File: src/sv/keypad_debounce_digit_entry_top_assert.svh
// Assertion macros shared by the keypad block.
`ifndef KEYPAD_DEBOUNCE_DIGIT_ENTRY_TOP_ASSERT_SVH
`define KEYPAD_DEBOUNCE_DIGIT_ENTRY_TOP_ASSERT_SVH

// same-cycle implication
`define KPD_ASSERT_IMP(name, clk, rst_n, ante, cons) \
    name: assert property (@(posedge clk) disable iff (!rst_n) (ante) |-> (cons)) \
        else $error("keypad assertion failed");

// next-cycle implication
`define KPD_ASSERT_NXT(name, clk, rst_n, ante, cons) \
    name: assert property (@(posedge clk) disable iff (!rst_n) (ante) |=> (cons)) \
        else $error("keypad assertion failed");

`endif

File: src/sv/kpd_pkg.sv
`timescale 1ns / 1ps

package kpd_pkg;

    localparam int DIGITS_DEF      = 4;
    localparam int KEY_ROWS_DEF    = 4;
    localparam int KEY_COLUMNS_DEF = 4;

    localparam logic [15:0] LIMIT_RESET = 16'd400;

    localparam int RING_DEPTH = 4;
    localparam int RING_AW    = $clog2(RING_DEPTH);

    localparam logic [1:0] OP_SCAN  = 2'd0;
    localparam logic [1:0] OP_RX    = 2'd1;
    localparam logic [1:0] OP_TXRDY = 2'd2;

    localparam logic [7:0] ASCII_ZERO = 8'h30;
    localparam logic [7:0] ASCII_NINE = 8'h39;
    localparam logic [3:0] KEY_SEND   = 4'd10;

    typedef struct packed {
        logic       display_valid;
        logic [1:0] digit_select;
        logic [7:0] seg_pattern;
        logic       key_valid;
        logic [3:0] key_code;
        logic       tx_valid;
        logic [3:0] tx_byte;
    } t_result;

    function automatic logic [7:0] seg_lookup(input logic [3:0] v);
        logic [7:0] s;
        case (v)
            4'd0:    s = 8'b1100_0000;
            4'd1:    s = 8'b1111_1001;
            4'd2:    s = 8'b1010_0100;
            4'd3:    s = 8'b1011_0000;
            4'd4:    s = 8'b1001_1001;
            4'd5:    s = 8'b1001_0010;
            4'd6:    s = 8'b1000_0010;
            4'd7:    s = 8'b1111_1000;
            4'd8:    s = 8'b1000_0000;
            4'd9:    s = 8'b1001_0000;
            default: s = 8'b1111_1111;
        endcase
        return s;
    endfunction

    function automatic logic [3:0] key_lookup(input logic [1:0] row, input logic [1:0] col);
        logic [3:0] k;
        case ({row, col})
            4'h0: k = 4'd10;
            4'h1: k = 4'd3;
            4'h2: k = 4'd2;
            4'h3: k = 4'd1;
            4'h4: k = 4'd11;
            4'h5: k = 4'd6;
            4'h6: k = 4'd5;
            4'h7: k = 4'd4;
            4'h8: k = 4'd12;
            4'h9: k = 4'd9;
            4'hA: k = 4'd8;
            4'hB: k = 4'd7;
            4'hC: k = 4'd13;
            4'hD: k = 4'd15;
            4'hE: k = 4'd0;
            default: k = 4'd14;
        endcase
        return k;
    endfunction

endpackage

File: src/sv/kpd_in_if.sv
`timescale 1ns / 1ps

interface kpd_in_if;
    logic        valid;
    logic        ready;
    logic [1:0]  opcode;
    logic [15:0] key_matrix;
    logic [7:0]  rx_byte;

    modport source (output valid, output opcode, output key_matrix, output rx_byte,
                    input ready);
    modport sink (input valid, input opcode, input key_matrix, input rx_byte,
                  output ready);
endinterface

File: src/sv/kpd_out_if.sv
`timescale 1ns / 1ps

interface kpd_out_if;
    logic       valid;
    logic       ready;
    logic       display_valid;
    logic [1:0] digit_select;
    logic [7:0] seg_pattern;
    logic       key_valid;
    logic [3:0] key_code;
    logic       tx_valid;
    logic [3:0] tx_byte;

    modport source (output valid, output display_valid, output digit_select,
                    output seg_pattern, output key_valid, output key_code,
                    output tx_valid, output tx_byte, input ready);
    modport sink (input valid, input display_valid, input digit_select,
                  input seg_pattern, input key_valid, input key_code,
                  input tx_valid, input tx_byte, output ready);
endinterface

File: src/sv/kpd_cfg_if.sv
`timescale 1ns / 1ps

interface kpd_cfg_if;
    logic        valid;
    logic        ready;
    logic [15:0] data;

    modport source (output valid, output data, input ready);
    modport sink (input valid, input data, output ready);
endinterface

File: src/sv/kpd_engine.sv
`timescale 1ns / 1ps
`include "keypad_debounce_digit_entry_top_assert.svh"

module kpd_engine #(
    parameter int DIGITS      = 4,
    parameter int KEY_ROWS    = 4,
    parameter int KEY_COLUMNS = 4
) (
    input  logic              i_clk,
    input  logic              i_rst_n,
    input  logic              i_accept,
    input  logic [1:0]        i_opcode,
    input  logic [15:0]       i_key_matrix,
    input  logic [7:0]        i_rx_byte,
    input  logic [15:0]       i_limit,
    output kpd_pkg::t_result  o_result
);
    import kpd_pkg::*;

    localparam int SCAN_ROWS = (KEY_ROWS > 4) ? 4 : KEY_ROWS;
    localparam int SCAN_COLS = (KEY_COLUMNS > 4) ? 4 : KEY_COLUMNS;

    localparam logic [1:0] ST_IDLE    = 2'd0;
    localparam logic [1:0] ST_PRESS   = 2'd1;
    localparam logic [1:0] ST_PROCESS = 2'd2;
    localparam logic [1:0] ST_RELEASE = 2'd3;

    logic [1:0]         r_state, n_state;
    logic [15:0]        r_count, n_count;
    logic [1:0]         r_row, n_row;
    logic [1:0]         r_col, n_col;
    logic [RING_AW-1:0] r_wp, n_wp;
    logic [RING_AW-1:0] r_disp, n_disp;
    logic               r_tx_active, n_tx_active;
    logic [2:0]         r_tx_index, n_tx_index;

    logic [3:0]           r_mem [RING_DEPTH];
    logic [RING_DEPTH-1:0] r_mem_valid;
    logic [3:0]           r_disp_q;
    logic [3:0]           r_tx_q;

    logic       w_hit;
    logic [1:0] w_hit_row;
    logic [1:0] w_hit_col;
    logic       w_done;
    logic [15:0] w_count_inc;
    logic       w_wr_en;
    logic [3:0] w_wr_data;
    logic [3:0] w_key;
    logic [3:0] w_disp_val;
    t_result    w_res;

    always_comb begin
        w_hit     = 1'b0;
        w_hit_row = r_row;
        w_hit_col = r_col;
        for (int r = 0; r < SCAN_ROWS; r++) begin
            for (int c = 0; c < SCAN_COLS; c++) begin
                if (i_key_matrix[r*4+c]) begin
                    w_hit     = 1'b1;
                    w_hit_row = 2'(r);
                    w_hit_col = 2'(c);
                end
            end
        end
    end

    assign w_done      = (r_count >= i_limit);
    assign w_count_inc = (r_count != 16'hFFFF) ? (r_count + 16'd1) : r_count;
    assign w_key       = key_lookup(r_row, r_col);

    always_comb begin
        n_state     = r_state;
        n_count     = r_count;
        n_row       = r_row;
        n_col       = r_col;
        n_wp        = r_wp;
        n_disp      = r_disp;
        n_tx_active = r_tx_active;
        n_tx_index  = r_tx_index;
        w_wr_en     = 1'b0;
        w_wr_data   = 4'd0;
        w_res       = '0;

        unique case (i_opcode)
            OP_SCAN: begin
                unique case (r_state)
                    ST_IDLE: begin
                        n_row = w_hit_row;
                        n_col = w_hit_col;
                        if (w_hit) begin
                            n_state = ST_PRESS;
                            n_count = 16'd0;
                        end
                    end
                    ST_PRESS: begin
                        n_row   = w_hit_row;
                        n_col   = w_hit_col;
                        n_count = w_count_inc;
                        if (w_done) begin
                            n_state = ST_PROCESS;
                        end
                    end
                    ST_PROCESS: begin
                        w_res.key_valid = 1'b1;
                        w_res.key_code  = w_key;
                        if (w_key < KEY_SEND) begin
                            w_wr_en   = 1'b1;
                            w_wr_data = w_key;
                        end
                        if (w_key == KEY_SEND) begin
                            n_tx_active = 1'b1;
                        end
                        n_state = ST_RELEASE;
                        n_count = 16'd0;
                    end
                    default: begin
                        n_row   = w_hit_row;
                        n_col   = w_hit_col;
                        n_count = w_count_inc;
                        if (w_done) begin
                            n_state = ST_IDLE;
                        end
                    end
                endcase
                w_res.display_valid = 1'b1;
                w_res.digit_select  = 2'(r_disp);
                w_res.seg_pattern   = seg_lookup(w_disp_val);
                n_disp = r_disp + 1'b1;
            end
            OP_RX: begin
                if (i_rx_byte >= ASCII_ZERO && i_rx_byte <= ASCII_NINE) begin
                    w_wr_en   = 1'b1;
                    w_wr_data = i_rx_byte[3:0];
                end
            end
            OP_TXRDY: begin
                if (r_tx_active) begin
                    if ({1'b0, r_tx_index} < 4'(DIGITS)) begin
                        w_res.tx_valid = 1'b1;
                        w_res.tx_byte  = r_tx_q;
                        n_tx_index     = r_tx_index + 3'd1;
                    end else begin
                        n_tx_active = 1'b0;
                        n_tx_index  = 3'd0;
                    end
                end
            end
            default: begin
            end
        endcase

        if (w_wr_en) begin
            n_wp = r_wp + 1'b1;
        end
    end

    assign w_disp_val = (w_wr_en && (r_wp == r_disp)) ? w_wr_data : r_disp_q;
    assign o_result   = w_res;

    always_ff @(posedge i_clk) begin
        if (!i_rst_n) begin
            r_state     <= ST_IDLE;
            r_count     <= 16'd0;
            r_row       <= 2'd0;
            r_col       <= 2'd0;
            r_wp        <= '0;
            r_disp      <= '0;
            r_tx_active <= 1'b0;
            r_tx_index  <= 3'd0;
        end else if (i_accept) begin
            r_state     <= n_state;
            r_count     <= n_count;
            r_row       <= n_row;
            r_col       <= n_col;
            r_wp        <= n_wp;
            r_disp      <= n_disp;
            r_tx_active <= n_tx_active;
            r_tx_index  <= n_tx_index;
        end
    end

    always_ff @(posedge i_clk) begin
        if (i_accept && w_wr_en) begin
            r_mem[r_wp] <= w_wr_data;
        end
    end

    always_ff @(posedge i_clk) begin
        if (!i_rst_n) begin
            r_mem_valid <= '0;
        end else if (i_accept && w_wr_en) begin
            r_mem_valid[r_wp] <= 1'b1;
        end
    end

    // prefetch the entries the next item will read, forwarding this write
    always_ff @(posedge i_clk) begin
        if (!i_rst_n) begin
            r_disp_q <= 4'd0;
            r_tx_q   <= 4'd0;
        end else if (i_accept) begin
            if (w_wr_en && (r_wp == n_disp)) begin
                r_disp_q <= w_wr_data;
            end else if (r_mem_valid[n_disp]) begin
                r_disp_q <= r_mem[n_disp];
            end else begin
                r_disp_q <= 4'd0;
            end
            if (w_wr_en && (r_wp == n_tx_index[RING_AW-1:0])) begin
                r_tx_q <= w_wr_data;
            end else if (r_mem_valid[n_tx_index[RING_AW-1:0]]) begin
                r_tx_q <= r_mem[n_tx_index[RING_AW-1:0]];
            end else begin
                r_tx_q <= 4'd0;
            end
        end
    end

    `KPD_ASSERT_IMP(a_idle_tx_index, i_clk, i_rst_n, !r_tx_active, r_tx_index == 3'd0)
    `KPD_ASSERT_IMP(a_tx_index_bound, i_clk, i_rst_n, 1'b1, 4'(r_tx_index) <= 4'(DIGITS))
    `KPD_ASSERT_IMP(a_process_reports, i_clk, i_rst_n,
                    i_opcode == OP_SCAN && r_state == ST_PROCESS, w_res.key_valid)

endmodule

File: src/sv/keypad_debounce_digit_entry_top.sv
`timescale 1ns / 1ps
`include "keypad_debounce_digit_entry_top_assert.svh"

// 4x4 keypad scanner with debounce, four-digit ring, serial digit send and
// multiplexed seven-segment display. Every request (scan tick, received byte
// or transmitter-ready event) yields exactly one result.
// It is decoded against the held state in a single pass and the result lands
// in an output register backed by a one-entry skid register, so a request is
// taken every cycle while the output side keeps up, and one more while it
// stalls. The debounce limit register (reset 400) is written through the
// configuration channel, which is always ready; a debounce phase lasts
// limit+1 scan ticks.
module keypad_debounce_digit_entry_top #(
    parameter int DIGITS      = kpd_pkg::DIGITS_DEF,
    parameter int KEY_ROWS    = kpd_pkg::KEY_ROWS_DEF,
    parameter int KEY_COLUMNS = kpd_pkg::KEY_COLUMNS_DEF
) (
    input  logic       i_clk,
    input  logic       i_rst_n,
    kpd_in_if.sink     i_in,
    kpd_out_if.source  o_out,
    kpd_cfg_if.sink    i_cfg
);
    import kpd_pkg::*;

    logic [15:0] r_limit;
    logic        r_out_valid, n_out_valid;
    logic        r_skid_valid, n_skid_valid;
    t_result     r_out, n_out;
    t_result     r_skid, n_skid;
    t_result     w_res;
    logic        w_accept;
    logic        w_take;

    assign i_cfg.ready = 1'b1;
    assign i_in.ready  = !r_skid_valid;
    assign w_accept    = i_in.valid && !r_skid_valid;
    assign w_take      = r_out_valid && o_out.ready;

    always_ff @(posedge i_clk) begin
        if (!i_rst_n) begin
            r_limit <= LIMIT_RESET;
        end else if (i_cfg.valid) begin
            r_limit <= i_cfg.data;
        end
    end

    kpd_engine #(
        .DIGITS      (DIGITS),
        .KEY_ROWS    (KEY_ROWS),
        .KEY_COLUMNS (KEY_COLUMNS)
    ) u_engine (
        .i_clk        (i_clk),
        .i_rst_n      (i_rst_n),
        .i_accept     (w_accept),
        .i_opcode     (i_in.opcode),
        .i_key_matrix (i_in.key_matrix),
        .i_rx_byte    (i_in.rx_byte),
        .i_limit      (r_limit),
        .o_result     (w_res)
    );

    always_comb begin
        n_out_valid  = r_out_valid;
        n_out        = r_out;
        n_skid_valid = r_skid_valid;
        n_skid       = r_skid;
        if (w_take) begin
            if (r_skid_valid) begin
                n_out        = r_skid;
                n_skid_valid = 1'b0;
            end else begin
                n_out_valid = 1'b0;
            end
        end
        if (w_accept) begin
            if (!n_out_valid) begin
                n_out       = w_res;
                n_out_valid = 1'b1;
            end else begin
                n_skid       = w_res;
                n_skid_valid = 1'b1;
            end
        end
    end

    always_ff @(posedge i_clk) begin
        if (!i_rst_n) begin
            r_out_valid  <= 1'b0;
            r_skid_valid <= 1'b0;
        end else begin
            r_out_valid  <= n_out_valid;
            r_skid_valid <= n_skid_valid;
        end
    end

    always_ff @(posedge i_clk) begin
        r_out  <= n_out;
        r_skid <= n_skid;
    end

    assign o_out.valid         = r_out_valid;
    assign o_out.display_valid = r_out.display_valid;
    assign o_out.digit_select  = r_out.digit_select;
    assign o_out.seg_pattern   = r_out.seg_pattern;
    assign o_out.key_valid     = r_out.key_valid;
    assign o_out.key_code      = r_out.key_code;
    assign o_out.tx_valid      = r_out.tx_valid;
    assign o_out.tx_byte       = r_out.tx_byte;

    `KPD_ASSERT_IMP(a_skid_needs_out, i_clk, i_rst_n, r_skid_valid, r_out_valid)
    `KPD_ASSERT_NXT(a_accept_lands, i_clk, i_rst_n, w_accept, r_out_valid)
    `KPD_ASSERT_NXT(a_stall_fills_skid, i_clk, i_rst_n,
                    w_accept && r_out_valid && !o_out.ready, r_skid_valid)

endmodule

File: src/flat_wrapper.sv
// flat-port wrapper written by rule: the top's interface ports become plain ports
module keypad_debounce_digit_entry_top_flat import kpd_pkg::*;
#(
    parameter int DIGITS      = kpd_pkg::DIGITS_DEF,
    parameter int KEY_ROWS    = kpd_pkg::KEY_ROWS_DEF,
    parameter int KEY_COLUMNS = kpd_pkg::KEY_COLUMNS_DEF
)
  (i_clk, i_rst_n, i_in_valid, i_in_opcode, i_in_key_matrix, i_in_rx_byte, i_in_ready, o_out_valid, o_out_display_valid, o_out_digit_select, o_out_seg_pattern, o_out_key_valid, o_out_key_code, o_out_tx_valid, o_out_tx_byte, o_out_ready, i_cfg_valid, i_cfg_data, i_cfg_ready);
  kpd_in_if i_in_i ();
  kpd_out_if o_out_i ();
  kpd_cfg_if i_cfg_i ();
  input  logic i_clk;
  input  logic i_rst_n;
  input wire logic [$bits(i_in_i.valid)-1:0] i_in_valid;
  input wire logic [$bits(i_in_i.opcode)-1:0] i_in_opcode;
  input wire logic [$bits(i_in_i.key_matrix)-1:0] i_in_key_matrix;
  input wire logic [$bits(i_in_i.rx_byte)-1:0] i_in_rx_byte;
  output wire logic [$bits(i_in_i.ready)-1:0] i_in_ready;
  output wire logic [$bits(o_out_i.valid)-1:0] o_out_valid;
  output wire logic [$bits(o_out_i.display_valid)-1:0] o_out_display_valid;
  output wire logic [$bits(o_out_i.digit_select)-1:0] o_out_digit_select;
  output wire logic [$bits(o_out_i.seg_pattern)-1:0] o_out_seg_pattern;
  output wire logic [$bits(o_out_i.key_valid)-1:0] o_out_key_valid;
  output wire logic [$bits(o_out_i.key_code)-1:0] o_out_key_code;
  output wire logic [$bits(o_out_i.tx_valid)-1:0] o_out_tx_valid;
  output wire logic [$bits(o_out_i.tx_byte)-1:0] o_out_tx_byte;
  input wire logic [$bits(o_out_i.ready)-1:0] o_out_ready;
  input wire logic [$bits(i_cfg_i.valid)-1:0] i_cfg_valid;
  input wire logic [$bits(i_cfg_i.data)-1:0] i_cfg_data;
  output wire logic [$bits(i_cfg_i.ready)-1:0] i_cfg_ready;
  assign i_in_i.valid = i_in_valid;
  assign i_in_i.opcode = i_in_opcode;
  assign i_in_i.key_matrix = i_in_key_matrix;
  assign i_in_i.rx_byte = i_in_rx_byte;
  assign i_in_ready = i_in_i.ready;
  assign o_out_valid = o_out_i.valid;
  assign o_out_display_valid = o_out_i.display_valid;
  assign o_out_digit_select = o_out_i.digit_select;
  assign o_out_seg_pattern = o_out_i.seg_pattern;
  assign o_out_key_valid = o_out_i.key_valid;
  assign o_out_key_code = o_out_i.key_code;
  assign o_out_tx_valid = o_out_i.tx_valid;
  assign o_out_tx_byte = o_out_i.tx_byte;
  assign o_out_i.ready = o_out_ready;
  assign i_cfg_i.valid = i_cfg_valid;
  assign i_cfg_i.data = i_cfg_data;
  assign i_cfg_ready = i_cfg_i.ready;
  keypad_debounce_digit_entry_top #(.DIGITS(DIGITS), .KEY_ROWS(KEY_ROWS), .KEY_COLUMNS(KEY_COLUMNS)) u_core (.i_clk(i_clk), .i_rst_n(i_rst_n), .i_in(i_in_i), .o_out(o_out_i), .i_cfg(i_cfg_i));
endmodule
File: config.mk
export PLATFORM = sky130hd
export DESIGN_NAME = keypad_debounce_digit_entry_top_flat
export DESIGN_NICKNAME = d
export VERILOG_FILES = /design/src/sv/kpd_pkg.sv /design/src/sv/kpd_in_if.sv /design/src/sv/kpd_out_if.sv /design/src/sv/kpd_cfg_if.sv /design/src/sv/kpd_engine.sv /design/src/sv/keypad_debounce_digit_entry_top.sv /design/src/flat_wrapper.sv
export VERILOG_INCLUDE_DIRS = /design/src /design/src/sv
export SDC_FILE = /design/constraint.sdc
export NUM_CORES = 1
export LEC_CHECK = 0
export BUFFER_PORTS_ARGS = -buffer_cell sky130_fd_sc_hd__buf_2
export CAP_MARGIN = 0
export CELL_PAD_IN_SITES_DETAIL_PLACEMENT = 0
export CELL_PAD_IN_SITES_GLOBAL_PLACEMENT = 1
export CORE_MARGIN = 2
export CORE_UTILIZATION = 25
export DETAILED_ROUTE_END_ITERATION = 12
export PLACE_DENSITY_LB_ADDON = 0.08
export REMOVE_ABC_BUFFERS = 1
export SLEW_MARGIN = 20
export SYNTH_ARGS = -nofsm -noshare
export SYNTH_HDL_FRONTEND = slang
export SYNTH_HIERARCHICAL = 1
export SYNTH_SLANG_ARGS = --single-unit
File: constraint.sdc
create_clock -name i_clk -period 2.9 [get_ports i_clk]
set_input_delay 0 -clock i_clk [delete_from_list [all_inputs] [get_ports i_clk]]
set_output_delay 0 -clock i_clk [all_outputs]
set_load 0.02 [all_outputs]
---- After elaboration in Yosys (flattened, before gate mapping) ----
Memory sizes are Yosys's and may differ from the RTL's. A register that Yosys moved wholly into a read port is not among the register bits.
Cells that the tools add are included.
storage, ports and cells
  memories kept ........................... 3
  flip-flop bits (word level) ............. 102
  logic and storage cells ................. 183
  output and inout port bits .............. 24
  memory bits (read-only) ................. 176
  input bits .............................. 47
  bits in writable memories ............... 16
memories
  memory                 depth  width  read ports  clocked after memory_dff  wr ports  RTL line          source
  (name not given)       16     7      1           0                         0         kpd_pkg.sv:34     case (v)
  (name not given)       16     4      1           1                         0         kpd_pkg.sv:52     case ({row, col})
  u_core.u_engine.r_mem  4      4      2           0                         1         kpd_engine.sv:37  logic [3:0] r_mem [RING_DEPTH];
operators by class
  $add $sub $neg .......................... 4
  order comparisons ....................... 9
  multiplexer cells ....................... 101
  bitwise operators ....................... 2
  reductions and logical operators ........ 22
  equal/unequal tests ..................... 13
operator list
  kind                                                  number
  two-way mux 21 bit                                    4
  two-way mux 2 bit                                     37
  two-way mux 16 bit                                    3
  two-way mux 4 bit                                     10
  two-way mux 1 bit                                     34
  one-hot mux 16 bit (2 select lines)                   1
  two-way mux 5 bit                                     4
  adder 16 x 1 -> 16 bit (second input constant)        1
  >= comparator 16 bit                                  1
  inequality test 16 bit (second input constant)        1
  nonzero test 16 bit                                   1
  AND reduction 4 bit                                   3
  < comparator 2 x 3 -> 1 bit (second input constant)   3
  >= comparator 8 x 6 -> 1 bit (second input constant)  1
  <= comparator 8 x 6 -> 1 bit (second input constant)  1
  logical AND 1 bit                                     8
  one-hot mux 4 bit (2 select lines)                    1
  equality test 2 bit                                   3
  inequality test 2 bit (second input constant)         3
  one-hot mux 2 bit (3 select lines)                    1
  nonzero test 3 bit                                    2
  AND reduction 5 bit                                   1
  adder 2 x 1 -> 2 bit (second input constant)          2
  binary-select mux 1 bit (select 2 bit)                2
  18 further kinds                                      23

---- Depth between registers and ports, before layout ----
Gate-level depths: netlist of run 1.
  depth in word-level cells ............... 18
  gate-level depth with buffers ........... 15
  gate-level depth less buffers ........... 14

---- Hierarchy ----
The synthesis of run 1 kept the hierarchy.
by module, submodules not included
  module                           area an instance (µm²)  cells an instance  times used
  kpd_engine                       4,204.0                 455                1
  keypad_debounce_digit_entry_top  2,243.4                 205                1

---- Worst setup path before layout of run 1 ----
No wires, ideal clock.
  kind .................................... reg-to-reg
  start ................................... register u_core.u_engine.r_state[0]
  end ..................................... register, netlist name u_core/u_engine/w_key[3]
  data arrival time ....................... 2.542 ns
  period minus slack after synthesis ...... 2.609 ns
  setup slack ............................. 0.291 ns
  cell stages (with the launch flop) ...... 10
  library setup time ...................... 0.067 ns
  required time ........................... 2.833 ns
  path through ............................ dfxtp_1 -> inv_1 -> ha_1 -> or4b_4 -> or2_4 -> o311ai_2 -> inv_1 -> ha_1 -> mux2_4 -> o21ai_2
RTL lines
  item                      RTL line           source
  start: declaration        kpd_engine.sv:28   logic [1:0] r_state, n_state;
  start signal: assignment  kpd_engine.sv:172  r_state <= n_state;

==> summary.md, run 1 <==
| Metric | Value |
|---|---|
| Die height | `165 um` |
| Fillers | `2673` |
| Clock buffer depth | `2` |
| Final period util | `95.0%` |
| RSZ-0062 raised after global routing | `false` |
| Critical-path top delay cell | `or3b_1` |
| Post-DP HPWL | `13.1 mm` |
| Worst Hold Depth | `3` |
| Comb power frac | `11.1%` |
| VDD IR max | `0.000234 V` |
| Port-buffer cells | `69` |
| Ys flop type | `dfxtp_1` |
| Pwr dens | `568 nW/um2` |
| Worst hold path type | `in2reg` |
| Worst reg2reg setup slack | `0.15 ns` |
| FMAX | `363 MHz` |
| Starting Density | `25.5%` |
| Antenna violations before repair | `1` |
| Cell count of the worst reg-to-reg path | `12` |
| Clock Latency Late Sink | `0.41 ns` |
| Final Hold Fails | `0` |
| Clk sinks | `122` |
| Critical R2R Capture | `u_core/o_out.seg_pattern[1]$_DFF_P_` |
| H-tree levels | `4` |
| Sequential share of the synthesized area | `43.6%` |
| Setup TNS | `0 ns` |
| Cts bufs inserted | `17` |
| Worst-path clk slew | `0.06 ns` |
| Outcome | `complete, no violations` |
| First-pass GRT wire length | `28.4 mm` |
| Layout area overhead | `24.7%` |
| WP data required | `3.24 ns` |
| Static leakage | `3.32 nW` |
| DR vias | `5126` |
| Fin util | `31.8%` |
| Total grt overflow | `0` |
| Delay of the slowest critical-path stage | `0.41 ns` |
| CP cell instances | `inv_1, ha_2, or3b_1, nor2_1, a22oi_1, a21o_1, buf_4, ha_1, nand2_1, a21boi_0, nor3_1, a31oi_1` |
| Largest net degree at the start of global routing | `24` |
| N_diodes | `0` |
| Seq pwr share | `41.4%` |
| Die area | `27100 um2` |
| Initial drt markers | `257` |
| Critical R2R Launch | `u_core/u_engine/r_state[0]$_SDFFE_PN0P_` |
| CP top delay family | `compound AO/OA/AOI/OAI gates` |
| TritonRoute pass-1 iters | `4` |
| WS Path Type | `reg2reg` |
| CP max FO | `5` |
| Row count | `58` |
| Max Clock Skew | `0.00765 ns` |
| DRT Wirelength | `17.8 mm` |
| Yosys reg bits | `122` |
| EDFF count, synth | `37` |
| IO Pins | `71` |
| DRC Markers | `0` |
| Async SR Flop Fraction | `0%` |
| Worst path bufs/invs | `2` |
| CP Launch Type | `flop` |
| Final setup violation count | `0` |
| Worst Setup SP | `u_core/u_engine/r_state[0]$_SDFFE_PN0P_` |
| Synth area leader | `dfxtp_1` |
| GP Congestion | `0.778` |
| Share of total power in the clock network | `47.5%` |
| Drt wl/cell | `16.1 um` |
| Syn Inst Count | `660` |
| Switching Fraction | `25.8%` |
| Vias per inst | `4.63` |
| CTS tree | `built` |
| Yosys warnings | `6` |
| GRT Total Usage | `13.8%` |
| Crit path time final | `2.75 ns` |
| Final slew viol count | `0` |
| End point of the critical path | `u_core/o_out.seg_pattern[1]$_DFF_P_` |
| Worst path arrival time | `3.10 ns` |
| Worst-margin pin slew | `0.929 ns` |
| Net Switching | `1.18 mW` |
| Vias in the first global route | `5001` |
| Syn_area_per_cell | `9.77 um2` |
| Post-Synthesis Cell Area | `6450 um2` |
| Post-synth top area share | `26.4%` |
| Synth top area cells | `dfxtp_1 26%, edfxtp_1 17%, ha_1 7.4%, mux2i_1 5.1%, nand2_1 4.3%` |
| Power Internal | `3.39 mW` |
| Die Wd | `165 um` |
| CTS root buf | `clkbuf_16` |
| Final ANT Viol Nets | `0` |
| Slew headroom | `37.9%` |
| CORE AREA | `25300 um2` |
| Crit path depth | `12` |
| Crit path capture type | `flop` |
| Share of cells above drive strength 1 | `20.9%` |
| Post-synthesis cell type count | `73` |
| Nets@finish | `848` |
| Max Cap Viol | `0` |
## state kept, by name (all words and copies together) (netlist names), 2 cells and up
| signal | cells |
|---|---|
| u_core/u_engine/r_mem_valid | 4 |
| u_core/u_engine/r_tx_q | 4 |
| u_core/u_engine/r_mem | 16 |
| u_core/o_out.key_code | 4 |
| u_core/o_out.digit_select | 2 |
| u_core/o_out.tx_byte | 4 |
| u_core/u_engine/w_key | 4 |
| u_core/u_engine/r_state | 2 |
| u_core/u_engine/r_col | 2 |
| u_core/u_engine/r_count | 16 |
| u_core/r_limit | 16 |
| u_core/o_out.seg_pattern | 8 |
| u_core/u_engine/r_disp | 2 |
| u_core/u_engine/r_disp_q | 4 |
| u_core/u_engine/r_tx_index | 3 |
| u_core/r_skid | 21 |
| u_core/u_engine/r_wp | 2 |
| u_core/u_engine/r_row | 2 |
## routing by layer
metal / wire length, um / vias up / track usage, %
li1: - / 2585 / -
met1: 8530 / 2427 / 18.1
met2: 8380 / 100 / 22.8
met3: 702 / 12 / 2.59
met4: 195 / 2 / 4.74
met5: 13 / - / 0
## cell usage in the layout, fill, tap and decap left out, types with 4 or more instances in the layout
cell type	n
dfxtp_1	85
buf_4	27
mux2i_1	33
inv_1	38
a221o_1	4
dlygate4sd3_1	20
nand3_1	14
and2_1	13
a31oi_1	22
nand2_1	74
a21oi_1	23
nor2b_1	16
nand4_1	5
ha_1	37
edfxtp_1	37
nor3_1	27
o21a_1	7
a21o_1	6
mux2_2	5
o211ai_1	8
nor4_1	10
clkbuf_16	18
buf_2	69
a221oi_1	5
nor2_1	43
mux4_2	5
o21bai_1	5
xnor2_1	19
and3_1	8
o21ai_0	13
## synth_stat cells (5+ instances only)
master	n
and2_1	13
a221oi_1	5
o211ai_1	8
a21o_1	6
mux4_2	5
ha_1	38
inv_1	39
mux2_2	5
nand2_1	74
dfxtp_1	85
and3_1	8
a21oi_1	23
a31oi_1	22
edfxtp_1	37
nor3_1	27
xnor2_1	19
clkbuf_1	12
o21a_1	7
buf_2	7
nor2_1	43
o21bai_1	5
nand4_1	5
mux2i_1	33
nor4_1	10
nor2b_1	16
nand3_1	14
buf_4	8
o21ai_0	13
## logic make-up after synthesis
group | share of synthesized area (%)
xor+xnor | 2.85
fa+ha+maj | 7.37
other cells | 0.0582
simple gates | 19.7
buf+inv | 5.26
flops | 43.6
mux | 8.40
compound gates | 12.7
## metrics by stage
step / setup slack, ns / area [um2] / instances / total power, mW / hold WS [ns]
final: 0.146 / 8040 / 1106 / 4.56 / 0.0271
after floorplan: 0.0255 / 6260 / 628 / 2.19 / 0.0619
after global placement: 0.0734 / 7200 / 1052 / 2.41 / 0.214
after CTS: 0.119 / 8010 / 1104 / 4.64 / 0.00517
after detailed placement: -0.0120 / 7200 / 1052 / 2.42 / 0.222
after global routing: 0.0120 / 8040 / 1106 / 4.78 / 0.0287
## timing repair
action | CTS | global route
setup buffers | 1 | 1
endpoints found under the hold margin | 18 | 4
setup endpoints to repair | 4 | 7
pin swaps | 0 | 1
resized for setup | 1 | 4
hold buffers | 19 | 1
## cell type report
class                      instances  area (um2)  share of cell area, %
multi-input combinational        466        3310                   41.2
sequential                       122        2810                   35.0
inverter                          40         150                   1.87
tap                              330         413                   5.14
timing repair buffer             116         748                   9.31
clock inverter                    13         140                   1.74
clock buffer                      19         464                   5.78
## worst min path at each step
stage,from,to
final,o_out_ready,u_core/o_out.valid$_SDFF_PN0_
after global routing,o_out_ready,u_core/o_out.valid$_SDFF_PN0_
after CTS,o_out_ready,u_core/o_out.valid$_SDFF_PN0_
after detailed placement,i_cfg_data[8],u_core/r_limit[8]$_SDFFE_PN1P_
after floorplan,i_rst_n,u_core/r_limit[4]$_SDFFE_PN1P_
after global placement,i_cfg_data[4],u_core/r_limit[4]$_SDFFE_PN1P_
## worst reg2reg max path: cells and delay by family, from the launching register on
kind | cells | cell delay, ns
DFF | 1 | 0.31
buffers and inverters | 2 | 0.23
and+or+nand+nor | 4 | 0.72
AOI/OAI and AO/OA | 4 | 0.91
adders and majority gates | 2 | 0.51
## power by group through the flow
stage,logic (mW),registers [mW],clock network [mW]
floorplan,0.232,1.96,0
finish,0.505,1.89,2.17
global route,0.560,1.90,2.32
global placement,0.485,1.93,0
detailed placement,0.490,1.93,0
CTS,0.512,1.89,2.24
Note: power is estimated with default switching activity, not from simulation.
==> run 2, diff against run 1 <==
==> constraint.sdc (replaced) <==
create_clock -name i_clk -period 2.9 [get_ports i_clk]
set_input_delay 0.29 -clock i_clk [delete_from_list [all_inputs] [get_ports i_clk]]
set_output_delay 0.29 -clock i_clk [all_outputs]
set_load 0.02 [all_outputs]
==> summary.md, run 2 (synthesized netlist as in run 1, its figures left out) <==
| Metric | Value |
|---|---|
| Outcome | `complete, no violations` |
| GRT Total Usage | `13.6%` |
| H-tree levels | `4` |
| VDD IR max | `0.000334 V` |
| Worst reg2reg setup slack | `0.21 ns` |
| CP cell instances | `inv_1, ha_2, or3b_4, inv_2, a32o_2, and2_1, a21o_4, clkinvlp_4, ha_1, mux2_2, a21oi_2, nor3_1, a31oi_1` |
| WHS | `0.0867 ns` |
| Clock buffer depth | `2` |
| Setup TNS | `0 ns` |
| WS Path Type | `reg2reg` |
| Vias per inst | `4.62` |
| RSZ-0062 raised after global routing | `false` |
| Cts bufs inserted | `17` |
| Die Wd | `165 um` |
| Initial drt markers | `192` |
| Final period util | `92.9%` |
| Design area | `7890 um2` |
| Worst path arrival time | `3.03 ns` |
| Port-buffer cells | `69` |
| CORE AREA | `25300 um2` |
| HP Start | `i_cfg_data[7]` |
| Critical-path top delay cell | `or3b_4` |
| GP Congestion | `0.787` |
| Final ANT Viol Nets | `0` |
| Largest register FFs | `21` |
| Most common cell after layout, fill and taps aside | `dfxtp_1` |
| N_diodes | `0` |
| Worst-margin pin slew | `0.881 ns` |
| Critical R2R Capture | `u_core/o_out.seg_pattern[4]$_DFF_P_` |
| Final Hold Fails | `0` |
| CTS root buf | `clkbuf_16` |
| Most frequent cells in the layout | `85 x dfxtp_1, 74 x nand2_1, 69 x buf_2` |
| Crit path time final | `2.69 ns` |
| FMAX | `371 MHz` |
| Max Clock Skew | `0.0101 ns` |
| Critical R2R Launch | `u_core/u_engine/r_state[0]$_SDFFE_PN0P_` |
| Final slew viol count | `0` |
| First-pass GRT wire length | `28.2 mm` |
| Crit path capture type | `flop` |
| Layout area overhead | `22.4%` |
| Vias in the first global route | `5119` |
| CTS tree | `built` |
| Largest net degree at the start of global routing | `30` |
| Clock Latency Late Sink | `0.41 ns` |
| DR vias | `5019` |
| Slew headroom | `41.1%` |
| Worst Setup SP | `u_core/u_engine/r_state[0]$_SDFFE_PN0P_` |
| Worst Hold Depth | `3` |
| IO Pins | `71` |
| Total grt overflow | `0` |
| Post-DP HPWL | `13.0 mm` |
| Pwr dens | `581 nW/um2` |
| Nets@finish | `828` |
| DRT Wirelength | `17.5 mm` |
| Final setup violation count | `0` |
| Worst hold path type | `in2reg` |
| Die height | `165 um` |
| Fin cells | `1086` |
| Die area | `27100 um2` |
| Drt wl/cell | `16.1 um` |
| CTS Hold Bufs | `0` |
| Worst-path clk slew | `0.06 ns` |
| Cell count of the worst reg-to-reg path | `13` |
| Min-Delay Endpoint | `u_core/r_limit[7]$_SDFFE_PN1P_` |
| Placed cells | `1053` |
| TritonRoute pass-1 iters | `4` |
| CP max FO | `6` |
| Share of cells above drive strength 1 | `21.8%` |
| Clk sinks | `122` |
| Placed Instance Area | `7210 um2` |
| Delay of the slowest critical-path stage | `0.41 ns` |
| Top reg by flops | `u_core/r_skid` |
| Antenna violations before repair | `1` |
| CP Launch Type | `flop` |
| Row count | `58` |
| Max Cap Viol | `0` |
| WP data required | `3.23 ns` |
| Static leakage | `3.25 nW` |
| DRC Markers | `0` |
| Starting Density | `25.5%` |
[run 2: cell count changes in the layout (fill, tap and decap cells not counted), moves of 2 or more]
cell           change
clkbuf_8           +3
inv_6              -2
dlygate4sd3_1     -20
clkinv_4           -2
clkbuf_1           +3
[run 2: worst max path at each step]
stage / endpoint / slack [ns] / cells after the start
global route: u_core/o_out.seg_pattern[1]$_DFF_P_ / 0.02 / 12
floorplan: u_core/o_out.seg_pattern[4]$_DFF_P_ / 0.03 / 11
detailed placement: u_core/o_out.seg_pattern[1]$_DFF_P_ / 0.05 / 14
CTS: u_core/o_out.seg_pattern[1]$_DFF_P_ / 0.03 / 14
global placement: u_core/o_out.seg_pattern[1]$_DFF_P_ / 0.05 / 14
finish: u_core/o_out.seg_pattern[4]$_DFF_P_ / 0.21 / 13
[run 2: metal layers]
metal  GRT usage [%]  part of all wire (%)  up-vias
li1                -                     -     2544
met1            17.3                    47     2385
met2            23.1                    48       78
met3            3.26                   3.2       10
met4            3.79                   1.0        2
met5               0                 0.074        -
[run 2: final cells by class]
type                    count  area, um2
fillers                  2638      17400
well taps                 330        413
clock buffers              24        492
inverters                  40        154
multi-input cells         466       3350
repair buffers             96        552
clock inverters             8        119
flip-flops and latches    122       2810
[run 2: timing repair]
action                     in CTS  in global routing
buffers inserted                0                  1
setup endpoints to repair       0                 15
resized for setup               0                 15
[run 2: worst max-delay path, delay by kind of cell, from the launching register on]
family          cells  cell delay (ns)
simple gates        3             0.65
compound gates      4             0.64
fa+ha+maj           2             0.45
buf+inv             3             0.32
flops               1             0.31
mux                 1             0.27
[run 2: power by group]
| part | switching, mW | internal [mW] | total, mW |
|---|---|---|---|
| sequential | 0.0561 | 1.83 | 1.89 |
| combinational | 0.293 | 0.191 | 0.484 |
| clock | 0.772 | 1.44 | 2.21 |
| total | 1.12 | 3.46 | 4.59 |
[run 2: stage by stage]
step           power (mW)  utilization (%)  setup WS [ns]
2_1_floorplan        2.19                -         0.0255
3_3_place_gp         2.41             28.6         0.0545
3_5_place_dp         2.42             28.6         0.0455
4_1_cts              4.66             31.0         0.0340
5_1_grt              4.80             31.3         0.0169
6_report             4.59             31.3          0.205
